===== src/hdl/qof_pkg.sv =====
// ----------------------------------------------------------------------------
// qof_pkg
// Shared types and constants of the quadratic outline flattener: point kinds,
// sideband bit positions, fixed-point scaling and the step register reset.
// ----------------------------------------------------------------------------
package qof_pkg;

  // Kind of an incoming contour point (tuser bits [1:0] of the slave side)
  typedef enum logic [1:0] {
    MODE_MOVE = 2'd0,
    MODE_LINE = 2'd1,
    MODE_QUAD = 2'd2
  } mode_e;

  // Width of each coordinate field on the stream buses
  localparam int FIELD_W = 32;

  // Fraction bits of the curve parameter, and of the Bernstein weight sum
  localparam int FRAC_BITS  = 16;
  localparam int WSUM_SHIFT = 2 * FRAC_BITS;

  // Slave tuser bit positions
  localparam int IU_MODE_LO = 0;
  localparam int IU_MODE_HI = 1;
  localparam int IU_FIRST   = 2;
  localparam int IU_LAST    = 3;

  // Master tuser bit positions
  localparam int OU_MOVE   = 0;
  localparam int OU_CLOSED = 1;

  // Curve parameter increment after reset, units of 2^-16
  localparam logic [FRAC_BITS-1:0] STEP_RESET = 16'd1966;

endpackage


===== src/hdl/quadratic_outline_flattener.sv =====
// A move or line point, or a close with nothing to draw, is registered straight to the output;
// one is taken per cycle while the output is not held back. A curve point runs the setup phases
// PH_AB to PH_DD for x and then y on the shared multiplier, then S_STEPX and S_STEPY for each
// interior point, a last S_STEPX for the final step check and S_END for the end point; S_STEPY
// and S_END wait while the output is held back, and the next transfer is taken back in S_IDLE.
// Reset: asynchronous, active low; pen and control clear to zero, step to 1966; not ready.
// ----------------------------------------------------------------------------
// quadratic_outline_flattener
// Turns TrueType-style contour points into move-to / line-to points, flattening
// quadratic curves by exact integer forward differencing in signed Q36.32 at the default width.
// ----------------------------------------------------------------------------
module quadratic_outline_flattener import qof_pkg::*; #(
  parameter int COORD_WIDTH = 32,
  parameter int MAX_RUN     = 64
) (
  input  logic                   clk_i,
  input  logic                   rst_ni,
  // configuration: curve parameter increment
  input  logic                   cfg_valid_i,
  output logic                   cfg_ready_o,
  input  logic [FRAC_BITS-1:0]   cfg_data_i,
  // input points
  input  logic                   s_axis_tvalid,
  output logic                   s_axis_tready,
  input  logic [2*FIELD_W-1:0]   s_axis_tdata,   // pt_x [31:0], pt_y [63:32]
  input  logic [3:0]             s_axis_tuser,   // mode [1:0], first_of_spline [2],
                                                 // last_of_spline [3]
  input  logic                   s_axis_tlast,   // closes_contour
  // output path points
  output logic                   m_axis_tvalid,
  input  logic                   m_axis_tready,
  output logic [2*FIELD_W-1:0]   m_axis_tdata,   // out_x [31:0], out_y [63:32]
  output logic [1:0]             m_axis_tuser,   // is_move [0], closed [1]
  output logic                   m_axis_tlast    // last_of_run
);

  localparam int CW  = COORD_WIDTH;
  localparam int NW  = $clog2(MAX_RUN);
  localparam int W   = CW + 36;            // accumulator width
  localparam int AW  = CW + 2;             // second difference of the points
  localparam int BW  = CW + 1;             // first difference of the points
  localparam int MW  = CW + 3;             // multiplier coordinate operand
  localparam int PW  = MW + FRAC_BITS + 1; // multiplier product
  localparam int SAW = CW + 18;            // step times second difference
  localparam logic [NW-1:0] NLIM     = NW'(MAX_RUN - 1);
  localparam logic [W-1:0]  RND_HALF = W'(64'd1 << (WSUM_SHIFT - 1));

  // Setup phases, per coordinate
  localparam logic [2:0] PH_AB  = 3'd0;
  localparam logic [2:0] PH_MB  = 3'd1;
  localparam logic [2:0] PH_MA  = 3'd2;
  localparam logic [2:0] PH_SA  = 3'd3;
  localparam logic [2:0] PH_MLO = 3'd4;
  localparam logic [2:0] PH_MHI = 3'd5;
  localparam logic [2:0] PH_S2A = 3'd6;
  localparam logic [2:0] PH_DD  = 3'd7;

  typedef enum logic [2:0] {
    S_IDLE,
    S_SETUP,
    S_STEPX,
    S_STEPY,
    S_END
  } state_e;

  state_e                state_q;
  logic [FRAC_BITS-1:0]  step_q;
  logic [2:0]            ph_q;
  logic                  crd_q;
  logic [FRAC_BITS:0]    t_q;
  logic [NW-1:0]         n_q;
  logic                  cv_q;
  logic                  lastspl_q;
  logic                  cls_q;

  logic signed [CW-1:0]  pen_q [2];
  logic signed [CW-1:0]  ctl_q [2];
  logic signed [CW-1:0]  end_q [2];
  logic signed [CW-1:0]  npt_q [2];

  logic signed [AW-1:0]  a_q;
  logic signed [BW-1:0]  b_q;
  logic signed [PW-1:0]  prod_q;
  logic [SAW-1:0]        sa_q;
  logic signed [W-1:0]   s2a_q;
  logic signed [W-1:0]   nacc_q  [2];
  logic signed [W-1:0]   dacc_q  [2];
  logic signed [W-1:0]   ddacc_q [2];
  logic signed [CW-1:0]  hx_q;

  logic                  ovalid_q;
  logic                  omove_q;
  logic                  oclosed_q;
  logic                  olast_q;
  logic [FIELD_W-1:0]    ox_q;
  logic [FIELD_W-1:0]    oy_q;

  // Input decode
  logic                  in_acc;
  mode_e                 in_mode;
  logic                  in_first;
  logic                  in_last;
  logic signed [CW-1:0]  in_pt [2];
  logic                  ofree;

  assign in_mode  = mode_e'(s_axis_tuser[IU_MODE_HI:IU_MODE_LO]);
  assign in_first = s_axis_tuser[IU_FIRST];
  assign in_last  = s_axis_tuser[IU_LAST];
  assign in_pt[0] = s_axis_tdata[CW-1:0];
  assign in_pt[1] = s_axis_tdata[FIELD_W+CW-1:FIELD_W];

  // no transfer is taken while reset is held
  assign ofree         = !ovalid_q || m_axis_tready;
  assign s_axis_tready = rst_ni && (state_q == S_IDLE) && ofree;
  assign in_acc        = s_axis_tvalid && s_axis_tready;
  assign cfg_ready_o   = rst_ni;

  // Curve end point: the new point itself, or the truncated midpoint
  logic signed [CW:0]    msum [2];
  logic signed [CW-1:0]  ept  [2];

  always_comb begin
    for (int i = 0; i < 2; i++) begin
      msum[i] = (CW+1)'(ctl_q[i]) + (CW+1)'(in_pt[i]);
      if (msum[i][CW]) begin
        msum[i] = msum[i] + (CW+1)'(1);
      end
      ept[i] = in_last ? in_pt[i] : CW'(msum[i] >>> 1);
    end
  end

  // Shared arithmetic: one multiplier for setup, one adder pair for stepping
  logic                  ci;
  logic [FRAC_BITS-1:0]  step_eff;
  logic signed [AW-1:0]  a_d;
  logic signed [BW-1:0]  b_d;
  logic signed [16:0]    mul_a;
  logic signed [MW-1:0]  mul_b;
  logic signed [PW-1:0]  mul_p;
  logic signed [W-1:0]   n_sum;
  logic signed [W-1:0]   d_sum;
  logic [W-1:0]          rnd;
  logic signed [CW-1:0]  rq;

  always_comb begin
    case (state_q)
      S_STEPX: ci = 1'b0;
      S_STEPY: ci = 1'b1;
      default: ci = crd_q;
    endcase
  end

  assign step_eff = (step_q == '0) ? FRAC_BITS'(1) : step_q;
  assign a_d = AW'(pen_q[ci]) - (AW'(ctl_q[ci]) <<< 1) + AW'(end_q[ci]);
  assign b_d = BW'(ctl_q[ci]) - BW'(pen_q[ci]);
  assign mul_a = {1'b0, step_eff};

  always_comb begin
    unique case (ph_q)
      PH_MB:   mul_b = MW'(b_q);
      PH_MA:   mul_b = MW'(a_q);
      PH_MLO:  mul_b = MW'({1'b0, sa_q[FRAC_BITS-1:0]});
      default: mul_b = MW'($signed(sa_q[SAW-1:FRAC_BITS]));
    endcase
  end

  assign mul_p = mul_a * mul_b;
  assign n_sum = nacc_q[ci] + dacc_q[ci];
  assign d_sum = dacc_q[ci] + ddacc_q[ci];
  assign rnd   = n_sum + RND_HALF;
  assign rq    = rnd[WSUM_SHIFT+CW-1:WSUM_SHIFT];

  // Sequencer, datapath registers and output register
  always_ff @(posedge clk_i or negedge rst_ni) begin
    if (!rst_ni) begin
      state_q   <= S_IDLE;
      step_q    <= STEP_RESET;
      ph_q      <= PH_AB;
      crd_q     <= 1'b0;
      t_q       <= '0;
      n_q       <= '0;
      cv_q      <= 1'b0;
      lastspl_q <= 1'b0;
      cls_q     <= 1'b0;
      a_q       <= '0;
      b_q       <= '0;
      prod_q    <= '0;
      sa_q      <= '0;
      s2a_q     <= '0;
      hx_q      <= '0;
      ovalid_q  <= 1'b0;
      omove_q   <= 1'b0;
      oclosed_q <= 1'b0;
      olast_q   <= 1'b0;
      ox_q      <= '0;
      oy_q      <= '0;
      for (int i = 0; i < 2; i++) begin
        pen_q[i]   <= '0;
        ctl_q[i]   <= '0;
        end_q[i]   <= '0;
        npt_q[i]   <= '0;
        nacc_q[i]  <= '0;
        dacc_q[i]  <= '0;
        ddacc_q[i] <= '0;
      end
    end else begin
      if (cfg_valid_i) begin
        step_q <= cfg_data_i;
      end

      // result taken downstream
      if (m_axis_tready) begin
        ovalid_q <= 1'b0;
      end

      unique case (state_q)
        S_IDLE: begin
          if (in_acc) begin
            // default: re-emit the pen when the contour closes on no result
            if (s_axis_tlast) begin
              ovalid_q  <= 1'b1;
              omove_q   <= 1'b0;
              oclosed_q <= 1'b1;
              olast_q   <= 1'b1;
              ox_q      <= FIELD_W'(pen_q[0]);
              oy_q      <= FIELD_W'(pen_q[1]);
            end
            unique case (in_mode) inside
              MODE_MOVE, MODE_LINE: begin
                ovalid_q  <= 1'b1;
                omove_q   <= (in_mode == MODE_MOVE);
                oclosed_q <= s_axis_tlast;
                olast_q   <= 1'b1;
                ox_q      <= FIELD_W'(in_pt[0]);
                oy_q      <= FIELD_W'(in_pt[1]);
                pen_q     <= in_pt;
                cv_q      <= 1'b0;
              end
              MODE_QUAD: begin
                if (in_first && in_last) begin
                  cv_q <= 1'b0;
                end else if (in_first || !cv_q) begin
                  ctl_q <= in_pt;
                  cv_q  <= 1'b1;
                end else begin
                  // curve: no result now, the end point carries the close flag
                  ovalid_q  <= 1'b0;
                  end_q     <= ept;
                  npt_q     <= in_pt;
                  lastspl_q <= in_last;
                  cls_q     <= s_axis_tlast;
                  t_q       <= {1'b0, step_eff};
                  n_q       <= '0;
                  crd_q     <= 1'b0;
                  ph_q      <= PH_AB;
                  state_q   <= S_SETUP;
                end
              end
              default: begin
              end
            endcase
          end
        end

        // difference terms: N0 = P0*2^32, D0 = 2^17*s*B + s^2*A, DD = 2*s^2*A
        S_SETUP: begin
          ph_q <= ph_q + 3'd1;
          unique case (ph_q)
            PH_AB: begin
              a_q        <= a_d;
              b_q        <= b_d;
              nacc_q[ci] <= W'(pen_q[ci]) <<< WSUM_SHIFT;
            end
            PH_MB: begin
              prod_q <= mul_p;
            end
            PH_MA: begin
              prod_q     <= mul_p;
              dacc_q[ci] <= W'(prod_q) <<< (FRAC_BITS + 1);
            end
            PH_SA: begin
              sa_q <= prod_q[SAW-1:0];
            end
            PH_MLO: begin
              prod_q <= mul_p;
            end
            PH_MHI: begin
              prod_q <= mul_p;
              s2a_q  <= W'(prod_q);
            end
            PH_S2A: begin
              s2a_q <= s2a_q + (W'(prod_q) <<< FRAC_BITS);
            end
            default: begin
              dacc_q[ci]  <= dacc_q[ci] + s2a_q;
              ddacc_q[ci] <= s2a_q <<< 1;
              if (crd_q) begin
                state_q <= S_STEPX;
              end else begin
                crd_q <= 1'b1;
              end
            end
          endcase
        end

        // interior point while t < 1 and the run has room
        S_STEPX: begin
          if (!t_q[FRAC_BITS] && (n_q != NLIM)) begin
            nacc_q[0] <= n_sum;
            dacc_q[0] <= d_sum;
            hx_q      <= rq;
            state_q   <= S_STEPY;
          end else begin
            state_q <= S_END;
          end
        end

        S_STEPY: begin
          if (ofree) begin
            nacc_q[1] <= n_sum;
            dacc_q[1] <= d_sum;
            ovalid_q  <= 1'b1;
            omove_q   <= 1'b0;
            oclosed_q <= 1'b0;
            olast_q   <= 1'b0;
            ox_q      <= FIELD_W'(hx_q);
            oy_q      <= FIELD_W'(rq);
            t_q       <= t_q + (FRAC_BITS+1)'(step_eff);
            n_q       <= n_q + NW'(1);
            state_q   <= S_STEPX;
          end
        end

        // exact end point closes the run
        S_END: begin
          if (ofree) begin
            ovalid_q  <= 1'b1;
            omove_q   <= 1'b0;
            oclosed_q <= cls_q;
            olast_q   <= 1'b1;
            ox_q      <= FIELD_W'(end_q[0]);
            oy_q      <= FIELD_W'(end_q[1]);
            pen_q     <= end_q;
            if (lastspl_q) begin
              cv_q <= 1'b0;
            end else begin
              ctl_q <= npt_q;
            end
            state_q <= S_IDLE;
          end
        end

        default: begin
          state_q <= S_IDLE;
        end
      endcase
    end
  end

  assign m_axis_tvalid = ovalid_q;
  assign m_axis_tdata  = {oy_q, ox_q};
  assign m_axis_tuser  = {oclosed_q, omove_q};
  assign m_axis_tlast  = olast_q;

endmodule

===== config.mk =====
export PLATFORM = sky130hd
export DESIGN_NAME = quadratic_outline_flattener
export DESIGN_NICKNAME = d
export VERILOG_FILES = /design/src/hdl/qof_pkg.sv /design/src/hdl/quadratic_outline_flattener.sv
export SDC_FILE = /design/constraint.sdc
export NUM_CORES = 2
export LEC_CHECK = 0
export BUFFER_PORTS_ARGS = -buffer_cell sky130_fd_sc_hd__buf_4
export CAP_MARGIN = 20
export CORE_MARGIN = 2
export CORE_UTILIZATION = 35
export DETAILED_ROUTE_END_ITERATION = 16
export HOLD_SLACK_MARGIN = 0.1
export PLACE_DENSITY = 0.59
export SLEW_MARGIN = 15
export SYNTH_ARGS = -nofsm -noshare
export SYNTH_HDL_FRONTEND = slang
export SYNTH_SLANG_ARGS = --single-unit

===== constraint.sdc =====
create_clock -name clk_i -period 10.3 [get_ports clk_i]
set_input_delay 1.03 -clock clk_i [delete_from_list [all_inputs] [get_ports clk_i]]
set_output_delay 1.03 -clock clk_i [all_outputs]
set_load 0.1 [all_outputs]

After elaboration in Yosys (flattened, before gate mapping):

Cells that the tools add are included.

* flip-flop bits (word level): 1050

* add/sub/neg operators: 15
* multipliers: 1
* magnitude comparators: 2
* eq/ne operators: 32
* muxes and demuxes: 127
* bitwise gates (word level): 4
* reductions and logical operators: 48

Operator list (number)
* $mux W68: 14
* $pmux W68 S2: 5
* $mux W32: 21
* $mux W64: 9
* $bwmux W136: 4
* $add A68 B68 Y68: 4
* $pmux W136 S2: 1
* $pmux W64 S2: 2
* $pmux W32 S3: 2
* $mux W136: 1
* $pmux W35 S3: 1
* $mux W17: 5
* $demux W68 S1: 1
* $add A32 B32 Y33: 2
* $add A33 B2 Y33 const B: 2
* $mux W33: 2
* $add A64 B32 Y64 const B: 1
* $mul A17 B35 Y52: 1
* $mux W3: 13
* $add A34 B32 Y34: 1
* $pmux W17 S2: 1
* $sub A32 B33 Y34: 1
* $sub A32 B32 Y33: 1
* $mux W6: 5
* 44 further kinds: 129

Depth between registers and ports, before layout:

* depth in word-level cells: 10
* gate-level depth with buffers: 36
* mapped depth without buffers: 33

Least setup slack after synthesis:

Ideal clock, no wire load.

* path kind: register to register
* start: register ph_q[0]
* end: register prod_q[47]
* arrival: 8.422 ns
* data required time: 10.167 ns
* setup slack: 1.745 ns
* cell stages (with the launch flop): 35
* path buffers: 5
* clock period less this slack: 8.555 ns
* cells stage by stage: dfrtp_1 -> inv_1 -> ha_1 -> and2_1 -> clkbuf_1 -> or3_1 -> clkbuf_1 -> clkbuf_1 -> clkbuf_1 -> a31oi_1 -> clkbuf_1 -> nand2_1 -> fa_1 -> inv_1 -> fa_1 -> fa_1 -> fa_1 -> fa_1 -> inv_1 -> fa_1 -> inv_1 -> ha_1 -> a21o_1 -> a21oi_1 -> o21ai_0 -> a211oi_1 -> nand2b_1 -> a211oi_1 -> o31ai_1 -> a41o_1 -> a221oi_1 -> o21bai_1 -> a221oi_1 -> xor2_1 -> o21ai_0

* longest elaborated chain between the ends: 3

Ends and longest elaborated chain
* start, declared: RTL line quadratic_outline_flattener.sv:68 `logic [2:0] ph_q;`
* start signal, assigned: RTL line quadratic_outline_flattener.sv:267 `ph_q <= ph_q + 3'd1;`
* $eq A3 B3 Y1, or another cell as far along: RTL line quadratic_outline_flattener.sv:159, quadratic_outline_flattener.sv:268
* $pmux W35 S3 or $reduce_or A4 Y1 (tied branches)
* $mul A17 B35 Y52 or $reduce_and A2 Y1 (tied branches)
* end signal, assigned: RTL line quadratic_outline_flattener.sv:275 `prod_q <= mul_p;`
* end signal, assigned: RTL line quadratic_outline_flattener.sv:278 `prod_q <= mul_p;`
* end signal, assigned: RTL line quadratic_outline_flattener.sv:285 `prod_q <= mul_p;`
* end, declared: RTL line quadratic_outline_flattener.sv:83 `logic signed [PW-1:0] prod_q;`

Several ways; a longest one is shown, not always the timed one.
A chain may end at the register's enable or synchronous reset.

Worst setup path in the final report:

* start: register ph_q[0]
* end: register prod_q[51]

The elaborated chain is that of the path after synthesis.

==> flow_metrics.py <==
metrics = {
    "floorplan": {
        "fp.dieW_um": 511,
        "initial_core_util": 0.353,
        "rows": 185,
        "die_area_um2": 261000,
        "io_pins": 160,
        "fp.dieH_um": 511,
        "core-area_um2": 255000,
    },
    "yosys": {
        "ys_types": 102,
        "syn_avg_cell_area_um2": 8.33,
        "synth_nets": 11944,
        "synth_area_um2": 89800,
        "synthArstFlopShare": 1.00,
        "netlist_instances": 10782,
        "synth_edf_count": 0,
        "ys_seq_area_frac": 0.284,
        "ys_seq_elements": 1020,
        "yosysWarnings": 0,
        "ys.flop_type": "dfrtp_1",
    },
    "sta": {
        "slew_headroom": 0.205,
        "post-route-min-period_ns": 9.65,
        "setup_ws_ns": 0.646,
        "setup_viol": 0,
        "fmax_ghz": 0.104,
        "final.setup.tns_ns": 0,
        "fin_crit_sh": 0.937,
        "rsz0062_at_grt": "no",
        "hold_viol": 0,
        "slew_violations": 0,
        "worst_pin_slew_ns": 1.19,
        "fin_skew_ns": 0.0910,
    },
    "critical_path": {
        "critPathMaxStageDelay_ns": 0.65,
        "path_max_fanout": 32,
        "required_ns": 10.95,
        "endpoint_kind": "register",
        "crit_type": "reg -> reg",
        "r2r-start": "ph_q[0]$_DFFE_PN0P_",
        "r2r_slack_ns": 0.65,
        "reg2reg_depth": 36,
        "crit_slowest_cell": "a31oi_1",
        "cp.arrival_ns": 10.31,
        "r2r-end": "prod_q[51]$_DFFE_PN0P_",
        "cp-start-kind": "register",
    },
    "detailed_routing": {
        "drt-pass1-iter-count": 6,
        "wl_per_cell_um": 23.8,
        "first_iter_violations": 7430,
        "drt_wl_total_um": 336000,
        "antenna_left": 0,
        "drc": 0,
        "num_vias": 79445,
        "viasPerCell": 5.64,
    },
    "global_route": {
        "antenna_found_initial": 12,
        "grt_pass1_wl_um": 503000,
        "track_usage": 0.254,
        "grt_pass1_vias": 78265,
        "globalRoute.totalOverflow": 0,
        "grt_max_degree": 158,
    },
    "status": {
        "run_status": "complete, no violations",
    },
    "clock_network": {
        "cts_sinks": 1020,
        "htreeDepth": 4,
        "insertion_delay_ns": 0.89,
        "clk_pin_slew_ns": 0.06,
        "cts_tree": "built",
        "cts_buffers": 132,
        "cts.path.max_buffers": 3,
        "root_buffer": "clkbuf_16",
    },
    "place": {
        "port_buffers": 159,
        "gp_congestion": 0.966,
        "dp_hpwl_um": 255000,
        "preCtsSetupSlack_ns": 0.707,
    },
    "layout": {
        "fill_cells": 25673,
        "area_delta_synth_final_pct": 10.3,
        "fin_util": 0.389,
        "final_nets": 11767,
        "multiInputGateArea_um2": 59100,
        "drive_gt1_frac": 0.0829,
        "register_area_um2": 25500,
    },
    "flow_run": {
        "maxCapViolations": 0,
    },
    "hold_path": {
        "min_path_type": "in -> reg",
        "hold_path_depth": 3,
        "hold_end": "npt_q[56]$_DFFE_PN0P_",
        "hp-start": "s_axis_tdata[24]",
    },
}
-- critical path: cells and delay by family (launching register included) --
kind,cells,cell delay (ns)
simple gates,7,1.53
xor+xnor,1,0.17
buf+inv,11,1.50
fa+ha+maj,8,3.66
compound gates,9,2.18
flops,1,0.42
-- metal layers --
layer	vias up	wire length (µm)	global-route usage
li1	36285	-	-
met1	39418	143000	0.340
met2	3051	151000	0.400
met3	681	23900	0.0434
met4	10	17800	0.119
met5	-	76	0
-- final cells by class --
cell class / instances / area share
Sequential cell: 1020 / 0.258
Timing Repair Buffer: 307 / 0.0243
Inverter: 823 / 0.0312
Multi-Input combinational cell: 8321 / 0.596
Antenna cell: 6 / 0.000152
Clock buffer: 185 / 0.0387
Tap cell: 3366 / 0.0425
Clock inverter: 51 / 0.00946
-- cell families (layout without fill, tap and decap cells) --
| family | count (synthesis) | in the layout | synth area share |
|---|---|---|---|
| compound gates | 2595 | 2595 | 0.184 |
| xor+xnor | 453 | 453 | 0.0443 |
| fa+ha+maj | 1072 | 1072 | 0.196 |
| buf+inv | 1441 | 1366 | 0.0606 |
| flops | 1020 | 1020 | 0.284 |
| mux | 376 | 376 | 0.0452 |
| other cells | 0 | 6 | 0 |
| simple gates | 3825 | 3825 | 0.185 |
-- layout by cell type (no fill, tap or decap), types with 238 or more instances in the layout --
cell type and count:
a21o_1 256, fa_1 561, xnor2_1 253, nor2_1 743, ha_1 511, and2_1 294
nand2_1 2119, dfrtp_1 1011, o21ai_0 661, a21oi_1 757, mux2_2 238, buf_4 298
inv_1 822
-- through the flow --
stage                     instance area [µm²]  cells  hold slack (ns)
final                                   99100  14079            0.371
after global routing                    99100  14075            0.364
after CTS                               99000  14071            0.328
after detailed placement                94300  13834            0.456
after global placement                  94300  13834            0.455
after floorplan                         89800  10782            0.439
-- worst max-delay path by stage --
stage,slack (ns),to,start,cells past startpoint
4_1_cts,0.65,prod_q[51]$_DFFE_PN0P_,ph_q[0]$_DFFE_PN0P_,36
2_1_floorplan,1.74,prod_q[47]$_DFFE_PN0P_,ph_q[0]$_DFFE_PN0P_,34
3_5_place_dp,0.71,prod_q[51]$_DFFE_PN0P_,ph_q[0]$_DFFE_PN0P_,36
3_3_place_gp,0.81,prod_q[51]$_DFFE_PN0P_,ph_q[0]$_DFFE_PN0P_,36
6_report,0.65,prod_q[51]$_DFFE_PN0P_,ph_q[0]$_DFFE_PN0P_,36
5_1_grt,0.06,prod_q[51]$_DFFE_PN0P_,ph_q[0]$_DFFE_PN0P_,36
-- synthesized netlist by cell type (42+ instances only) --
cell	count	area [µm²]
a211oi_1	49	368
a21o_1	256	1920
a21oi_1	759	3800
a221oi_1	140	1230
a22o_1	60	526
a22oi_1	45	338
a31oi_1	105	657
and2_1	298	1860
and3_1	64	400
buf_1	42	158
clkbuf_1	553	2080
dfrtp_1	1012	25300
fa_1	561	11200
ha_1	511	6390
inv_1	822	3090
mux2_2	238	2680
mux2i_1	138	1380
nand2_1	2129	7990
nand2b_1	57	357
nand3_1	114	571
nand4_1	83	519
nor2_1	749	2810
nor2b_1	66	413
nor3_1	93	465
o211ai_1	49	368
o21a_1	67	503
o21ai_0	661	3310
o21bai_1	70	526
or3_1	45	282
xnor2_1	253	2220
xor2_1	199	1740
-- flip-flops by register name, indices dropped and copies added (netlist names), 33 cells and up --
name	cells
dacc_q	128
nacc_q	128
ddacc_q	126
ctl_q	64
end_q	64
npt_q	64
pen_q	64
s2a_q	64
prod_q	52
sa_q	50
a_q	34
b_q	33
-- repair_timing --
action,CTS,global route
hold endpoints to repair,8,0
buffers inserted,0,0
hold buffers,1,0
gates resized for setup,0,0
Power is left out: the tool's default activity adds up to more than one toggle a clock period on the data nets, which glitch-free logic cannot reach.
